===== config.mk =====
export PLATFORM = sky130hd
export DESIGN_NAME = alc_ctrl
export DESIGN_NICKNAME = d
export VERILOG_FILES = /design/src/alc_pkg.sv /design/src/alc_ctrl.sv
export SDC_FILE = /design/constraint.sdc
export NUM_CORES = 1
export LEC_CHECK = 0
export ABC_AREA = 0
export ABC_CLOCK_PERIOD_IN_PS = 1870
export BUFFER_PORTS_ARGS = -buffer_cell sky130_fd_sc_hd__buf_2
export CAP_MARGIN = 20
export CORE_AREA = 4 4 41 43
export CTS_CLUSTER_DIAMETER = 30
export DETAILED_ROUTE_END_ITERATION = 10
export DIE_AREA = 0 0 45 47
export GPL_TIMING_DRIVEN = 1
export SYNTH_ARGS = -nofsm -noshare
export SYNTH_HDL_FRONTEND = slang
export SYNTH_SLANG_ARGS = --single-unit

===== constraint.sdc =====
create_clock -name clock -period 1.87 [get_ports clock]
set_input_delay 0.561 -clock clock [delete_from_list [all_inputs] [get_ports clock]]
set_output_delay 0.561 -clock clock [all_outputs]
set_load 0.02 [all_outputs]

===== src/alc_pkg.sv =====
// shared types and constants for the array list with cursor
`default_nettype none

package alc_pkg;

   localparam int DEFAULT_CAPACITY = 128;
   localparam int DATA_W           = 32;
   localparam int COUNT_W          = 8;

   typedef enum logic [1:0] {
      CMD_INSERT = 2'd0,
      CMD_FIRST  = 2'd1,
      CMD_NEXT   = 2'd2,
      CMD_REMOVE = 2'd3
   } cmd_code_type;

   typedef enum logic [1:0] {
      ST_OK        = 2'd0,
      ST_FULL      = 2'd1,
      ST_END       = 2'd2,
      ST_NO_CURSOR = 2'd3
   } status_code_type;

   typedef enum logic [2:0] {
      RD_NONE,
      RD_FIRST,
      RD_NEXT,
      RD_CUR,
      RD_SHIFT
   } rd_sel_type;

   typedef enum logic [2:0] {
      S_IDLE,
      S_EVAL,
      S_CAPT,
      S_SH_RD,
      S_SH_WR,
      S_RESP
   } state_type;

   // controller to datapath
   typedef struct packed {
      logic            accept;
      logic            set_status;
      status_code_type status_code;
      rd_sel_type      rd_sel;
      logic            capture;
      logic            sh_wr;
      logic            respond;
   } ctrl_type;

   // datapath to controller
   typedef struct packed {
      cmd_code_type cmd;
      logic         full;
      logic         empty;
      logic         at_end;
      logic         no_cursor;
      logic         shift_more;
   } stat_type;

endpackage

`default_nettype wire


===== src/alc_ctrl.sv =====
// command sequencer for the array list with cursor
`default_nettype none

module alc_ctrl (
   input  wire logic              clock,
   input  wire logic              reset,
   input  wire logic              start,
   input  wire alc_pkg::stat_type stat,
   output alc_pkg::ctrl_type      ctrl,
   output logic                   busy
);

   alc_pkg::state_type state_ff, state_in;

   always_ff @(posedge clock) begin
      if (reset) begin
         state_ff <= alc_pkg::S_IDLE;
      end else begin
         state_ff <= state_in;
      end
   end

   // next state
   always_comb begin
      state_in = state_ff;
      case (state_ff)
         alc_pkg::S_IDLE: begin
            if (start) state_in = alc_pkg::S_EVAL;
         end
         alc_pkg::S_EVAL: begin
            case (stat.cmd)
               alc_pkg::CMD_FIRST:  state_in = stat.empty ? alc_pkg::S_RESP : alc_pkg::S_CAPT;
               alc_pkg::CMD_NEXT:   state_in = stat.at_end ? alc_pkg::S_RESP : alc_pkg::S_CAPT;
               alc_pkg::CMD_REMOVE: state_in = stat.no_cursor ? alc_pkg::S_RESP : alc_pkg::S_CAPT;
               default:             state_in = alc_pkg::S_RESP;
            endcase
         end
         alc_pkg::S_CAPT: begin
            state_in = (stat.cmd == alc_pkg::CMD_REMOVE) ? alc_pkg::S_SH_RD : alc_pkg::S_RESP;
         end
         alc_pkg::S_SH_RD: begin
            state_in = stat.shift_more ? alc_pkg::S_SH_WR : alc_pkg::S_RESP;
         end
         alc_pkg::S_SH_WR: state_in = alc_pkg::S_SH_RD;
         alc_pkg::S_RESP:  state_in = alc_pkg::S_IDLE;
         default:          state_in = alc_pkg::S_IDLE;
      endcase
   end

   // outputs
   always_comb begin
      ctrl             = '0;
      ctrl.status_code = alc_pkg::ST_OK;
      ctrl.rd_sel      = alc_pkg::RD_NONE;
      busy             = (state_ff != alc_pkg::S_IDLE);
      case (state_ff)
         alc_pkg::S_IDLE: begin
            ctrl.accept = start;
         end
         alc_pkg::S_EVAL: begin
            case (stat.cmd)
               alc_pkg::CMD_INSERT: begin
                  if (stat.full) begin
                     ctrl.set_status  = 1'b1;
                     ctrl.status_code = alc_pkg::ST_FULL;
                  end
               end
               alc_pkg::CMD_FIRST: begin
                  if (stat.empty) begin
                     ctrl.set_status  = 1'b1;
                     ctrl.status_code = alc_pkg::ST_END;
                  end else begin
                     ctrl.rd_sel = alc_pkg::RD_FIRST;
                  end
               end
               alc_pkg::CMD_NEXT: begin
                  if (stat.at_end) begin
                     ctrl.set_status  = 1'b1;
                     ctrl.status_code = alc_pkg::ST_END;
                  end else begin
                     ctrl.rd_sel = alc_pkg::RD_NEXT;
                  end
               end
               alc_pkg::CMD_REMOVE: begin
                  if (stat.no_cursor) begin
                     ctrl.set_status  = 1'b1;
                     ctrl.status_code = alc_pkg::ST_NO_CURSOR;
                  end else begin
                     ctrl.rd_sel = alc_pkg::RD_CUR;
                  end
               end
               default: ;
            endcase
         end
         alc_pkg::S_CAPT: begin
            ctrl.capture = 1'b1;
         end
         alc_pkg::S_SH_RD: begin
            if (stat.shift_more) ctrl.rd_sel = alc_pkg::RD_SHIFT;
         end
         alc_pkg::S_SH_WR: begin
            ctrl.sh_wr = 1'b1;
         end
         alc_pkg::S_RESP: begin
            ctrl.respond = 1'b1;
         end
         default: ;
      endcase
   end

endmodule

`default_nettype wire


==> metrics.txt <==
# TYPE chip_impl_metric gauge
chip_impl_info{name="top_regs",value="state_ff (3)"} 1
chip_impl_metric{name="synth-seq-area-share",unit=""} 0.167
chip_impl_metric{name="route.detailed.drc",unit=""} 0
chip_impl_metric{name="x_dimension_of_the_die",unit="um"} 45
chip_impl_metric{name="clock_tree.htree_level_count",unit=""} 1
chip_impl_info{name="critical_path.reg2reg.startpoint",value="state_ff[0]$_SDFFE_PP0P_"} 1
chip_impl_metric{name="min_path_cells",unit=""} 3
chip_impl_metric{name="cts.reportedPaths.clkPinSlew",unit="ns"} 0.04
chip_impl_metric{name="area.growth.synth_to_final",unit="%"} 86.8
chip_impl_metric{name="ios",unit=""} 21
chip_impl_info{name="min_delay_worst_type",value="in2reg"} 1
chip_impl_metric{name="dp.cells",unit=""} 93
chip_impl_metric{name="reg2reg_setup_slack",unit="ns"} 0.62
chip_impl_metric{name="vias",unit=""} 483
chip_impl_info{name="min_to",value="state_ff[2]$_SDFFE_PP0P_"} 1
chip_impl_metric{name="postRouteAntennaNets",unit=""} 0
chip_impl_metric{name="cts_num_sinks",unit=""} 3
chip_impl_metric{name="met1_length",unit="um"} 466
chip_impl_metric{name="synth-edff-count",unit=""} 0
chip_impl_metric{name="power_leakage",unit="uW"} 0.000333
chip_impl_metric{name="largest_register_ffs",unit=""} 3
chip_impl_metric{name="initial_utilization",unit=""} 0.277
chip_impl_info{name="timing.setup.critical_path_class",value="reg2out"} 1
chip_impl_info{name="critical_path.startpoint_type",value="flop"} 1
chip_impl_info{name="cp_slowest_cell",value="sky130_fd_sc_hd__or3_4"} 1
chip_impl_metric{name="post-route-util",unit=""} 0.517
chip_impl_metric{name="layout_setup_ws",unit="ns"} -0.00841
chip_impl_metric{name="final_slew_viol_count",unit=""} 0
chip_impl_metric{name="routedWlPerCell",unit="um"} 11.4
chip_impl_info{name="tritoncts",value="built"} 1
chip_impl_info{name="crit_chain",value="inv_2, or3_4, a211oi_2, buf_4"} 1
chip_impl_info{name="min_from",value="reset"} 1
chip_impl_metric{name="global_route.overflow_total",unit=""} 0
chip_impl_metric{name="grt_antenna_before_repair",unit=""} 0
chip_impl_info{name="grt_setup_unrepaired",value="true"} 1
chip_impl_metric{name="firstDrtPassIters",unit=""} 3
chip_impl_metric{name="grt_pass1_wl",unit="mm"} 1.81
chip_impl_metric{name="critical_path_peak_fanout",unit=""} 4
chip_impl_info{name="ys.flop_type",value="sky130_fd_sc_hd__dfxtp_1"} 1
chip_impl_info{name="setup.worst_path.end_class",value="output port"} 1
chip_impl_info{name="synth_area_leaders",value="sky130_fd_sc_hd__dfxtp_1 17%, sky130_fd_sc_hd__nor3b_1 6.3%, sky130_fd_sc_hd__a21oi_1 5.6%, sky130_fd_sc_hd__a31oi_1 5.2%, sky130_fd_sc_hd__nor3_1 4.2%"} 1
chip_impl_metric{name="power",unit="uW"} 391
chip_impl_metric{name="syn_nets",unit=""} 59
chip_impl_metric{name="yosysTopAreaCellShare",unit=""} 0.167
chip_impl_metric{name="worst_skew_pair.late_latency",unit="ns"} 0.23
chip_impl_metric{name="postCtsHoldBufs",unit=""} 0
chip_impl_metric{name="core-area",unit="mm^2"} 0.00130
chip_impl_metric{name="timing.slew.headroom",unit=""} 0.802
chip_impl_metric{name="finalCriticalPeriod",unit="ns"} 1.88
chip_impl_metric{name="setup_viol",unit=""} 1
chip_impl_metric{name="power.ir.vdd_worst",unit="uV"} 240
chip_impl_metric{name="fmaxAchievable",unit="MHz"} 532
chip_impl_metric{name="grt_start_max_net_pins",unit=""} 10
chip_impl_info{name="layout_common_cells",value="18 x sky130_fd_sc_hd__buf_4, 13 x sky130_fd_sc_hd__buf_2, 4 x sky130_fd_sc_hd__buf_6"} 1
chip_impl_metric{name="initialDrtViolationCount",unit=""} 3
chip_impl_metric{name="cp_peak_stage_delay",unit="ns"} 0.37
chip_impl_metric{name="antenna-diode-count",unit=""} 0
chip_impl_info{name="highest_metal_layer_used_by_the_detailed_router",value="met3"} 1
chip_impl_metric{name="dieHeight",unit="um"} 47
chip_impl_info{name="cts.root.buffer_cell",value="sky130_fd_sc_hd__clkbuf_4"} 1
chip_impl_metric{name="synth_seq_cells",unit=""} 3
chip_impl_metric{name="placement_rows",unit=""} 13
chip_impl_info{name="registers.top_by_ff_count",value="state_ff"} 1
chip_impl_metric{name="fin_cells",unit=""} 99
chip_impl_metric{name="grt_pass1_vias",unit=""} 473
chip_impl_metric{name="synthesis.yosys.warnings",unit=""} 0
chip_impl_metric{name="async_reset_ff_frac",unit=""} 0
chip_impl_metric{name="met2WireLength",unit="um"} 570
chip_impl_metric{name="dp.final_hpwl",unit="um"} 849
chip_impl_metric{name="drt_wl_total",unit="mm"} 1.13
chip_impl_info{name="yosys.area.top_type",value="sky130_fd_sc_hd__dfxtp_1"} 1
chip_impl_metric{name="place.gp.congestion",unit=""} 0.714
chip_impl_metric{name="fillers",unit=""} 143
chip_impl_metric{name="final_clock_skew",unit="ns"} 0.00457
chip_impl_metric{name="crit_arrival",unit="ns"} 1.32
chip_impl_metric{name="numCtsBuffers",unit=""} 3
chip_impl_info{name="final_common_cell",value="sky130_fd_sc_hd__buf_4"} 1
chip_impl_metric{name="timing_hold_violations_final",unit=""} 0
chip_impl_metric{name="worst-slew-pin-transition",unit="ns"} 0.294
chip_impl_metric{name="syn_avg_cell_area",unit="um^2"} 7.35
chip_impl_metric{name="number_of_nets_in_the_finished_design",unit=""} 95
chip_impl_metric{name="placement.setup.worst_slack",unit="ns"} -0.105
chip_impl_metric{name="drive_gt1_frac",unit=""} 0.631
chip_impl_metric{name="mappedNetlistArea",unit="um^2"} 360
chip_impl_metric{name="max-cap-violations",unit=""} 0
chip_impl_metric{name="synthDistinctLibCells",unit=""} 30
chip_impl_metric{name="clockBufferDepth",unit=""} 2
chip_impl_metric{name="portBuffers",unit=""} 20
chip_impl_metric{name="worst-endpoint-required",unit="ns"} 1.31
chip_impl_info{name="status",value="finished, violations left"} 1
chip_impl_metric{name="post_synth_inst_count",unit=""} 49
chip_impl_metric{name="setup_total_negative_slack",unit="ns"} -0.00841
chip_impl_metric{name="met3WireLength",unit="um"} 94
chip_impl_metric{name="final_cycle_utilization_of_the_critical_path",unit=""} 1.00
chip_impl_metric{name="die-area",unit="mm^2"} 0.00212
chip_impl_metric{name="grtUsageTotal",unit=""} 0.121
chip_impl_info{name="violations",value="setup timing"} 1
chip_impl_metric{name="power.density_cell_area",unit="mW/mm^2"} 580
chip_impl_metric{name="worst_r2r_path_depth",unit=""} 4
chip_impl_metric{name="post_drt_via_cell_ratio",unit=""} 4.88
chip_impl_info{name="worst_r2r_endpoint",value="state_ff[0]$_SDFFE_PP0P_"} 1
[cell families (layout without fill, tap and decap cells)]
logic type / count (synthesis) / count (layout) / synth area share
compound gates: 14 / 14 / 0.264
mux: 2 / 2 / 0.0660
flops: 3 / 3 / 0.167
buf+inv: 8 / 43 / 0.128
simple gates: 22 / 22 / 0.375
[stage by stage]
step                hold slack, ns  instance area [um^2]
floorplan                    0.571                   360
global placement             0.644                   549
detailed placement           0.627                   549
CTS                          0.590                   632
global route                 0.605                   673
finish                       0.596                   673
[layout make-up]
cell class                 instances  area (um^2)  area share
multi-input combinational         38          293       0.435
timing repair buffer              36          260       0.387
sequential                         3         63.8      0.0948
clock buffer                       4         26.3      0.0390
tap                               15         18.8      0.0279
inverter                           3         11.3      0.0167
[what timing repair did]
action                                  CTS  global route
setup buffers                             1             1
pin swaps                                 4             3
endpoints found under the hold margin     0             0
resized for setup                        16             9
endpoints found under the setup margin    5             6
[Yosys cell counts (all sizes together), types with 2 or more instances]
cell type	instances
a211oi	2
a21oi	4
a31oi	3
and3	3
buf	4
dfxtp	3
inv	3
mux2i	2
nand2	2
nor2	2
nor3	3
nor3b	3
o21ai	2
or3	2
[critical path: cells and delay by family (launching register included)]
| family | cells | cell delay [ns] |
|---|---|---|
| buffers and inverters | 2 | 0.21 |
| AO/OA/AOI/OAI | 1 | 0.16 |
| AND/OR/NAND/NOR | 1 | 0.37 |
| flip-flops | 1 | 0.35 |
[metal layers]
metal  vias up  track usage
met1       211        0.130
met2        19        0.220
met4         0       0.0351
li1        253            -
met5         -            0
met3         0       0.0460
[worst max path at each step]
stage              end  slack, ns                     start
3_5_place_dp   ctrl[8]      -0.11                   stat[6]
5_1_grt        ctrl[7]      -0.07  state_ff[0]$_SDFFE_PP0P_
3_3_place_gp   ctrl[8]      -0.05                   stat[6]
6_report       ctrl[7]     -0.008  state_ff[0]$_SDFFE_PP0P_
4_1_cts        ctrl[7]      -0.02  state_ff[0]$_SDFFE_PP0P_
2_1_floorplan  ctrl[6]       0.02                   stat[5]
[power breakdown]
group          total (uW)  leakage [uW]  switching [uW]  internal [uW]
Clock                 112     0.0000150            32.5           79.9
Sequential           80.0     0.0000258            8.03           72.0
Combinational         198      0.000292            94.1            104
Total                 391      0.000333             135            256
Note: power is estimated with default switching activity, not from simulation.
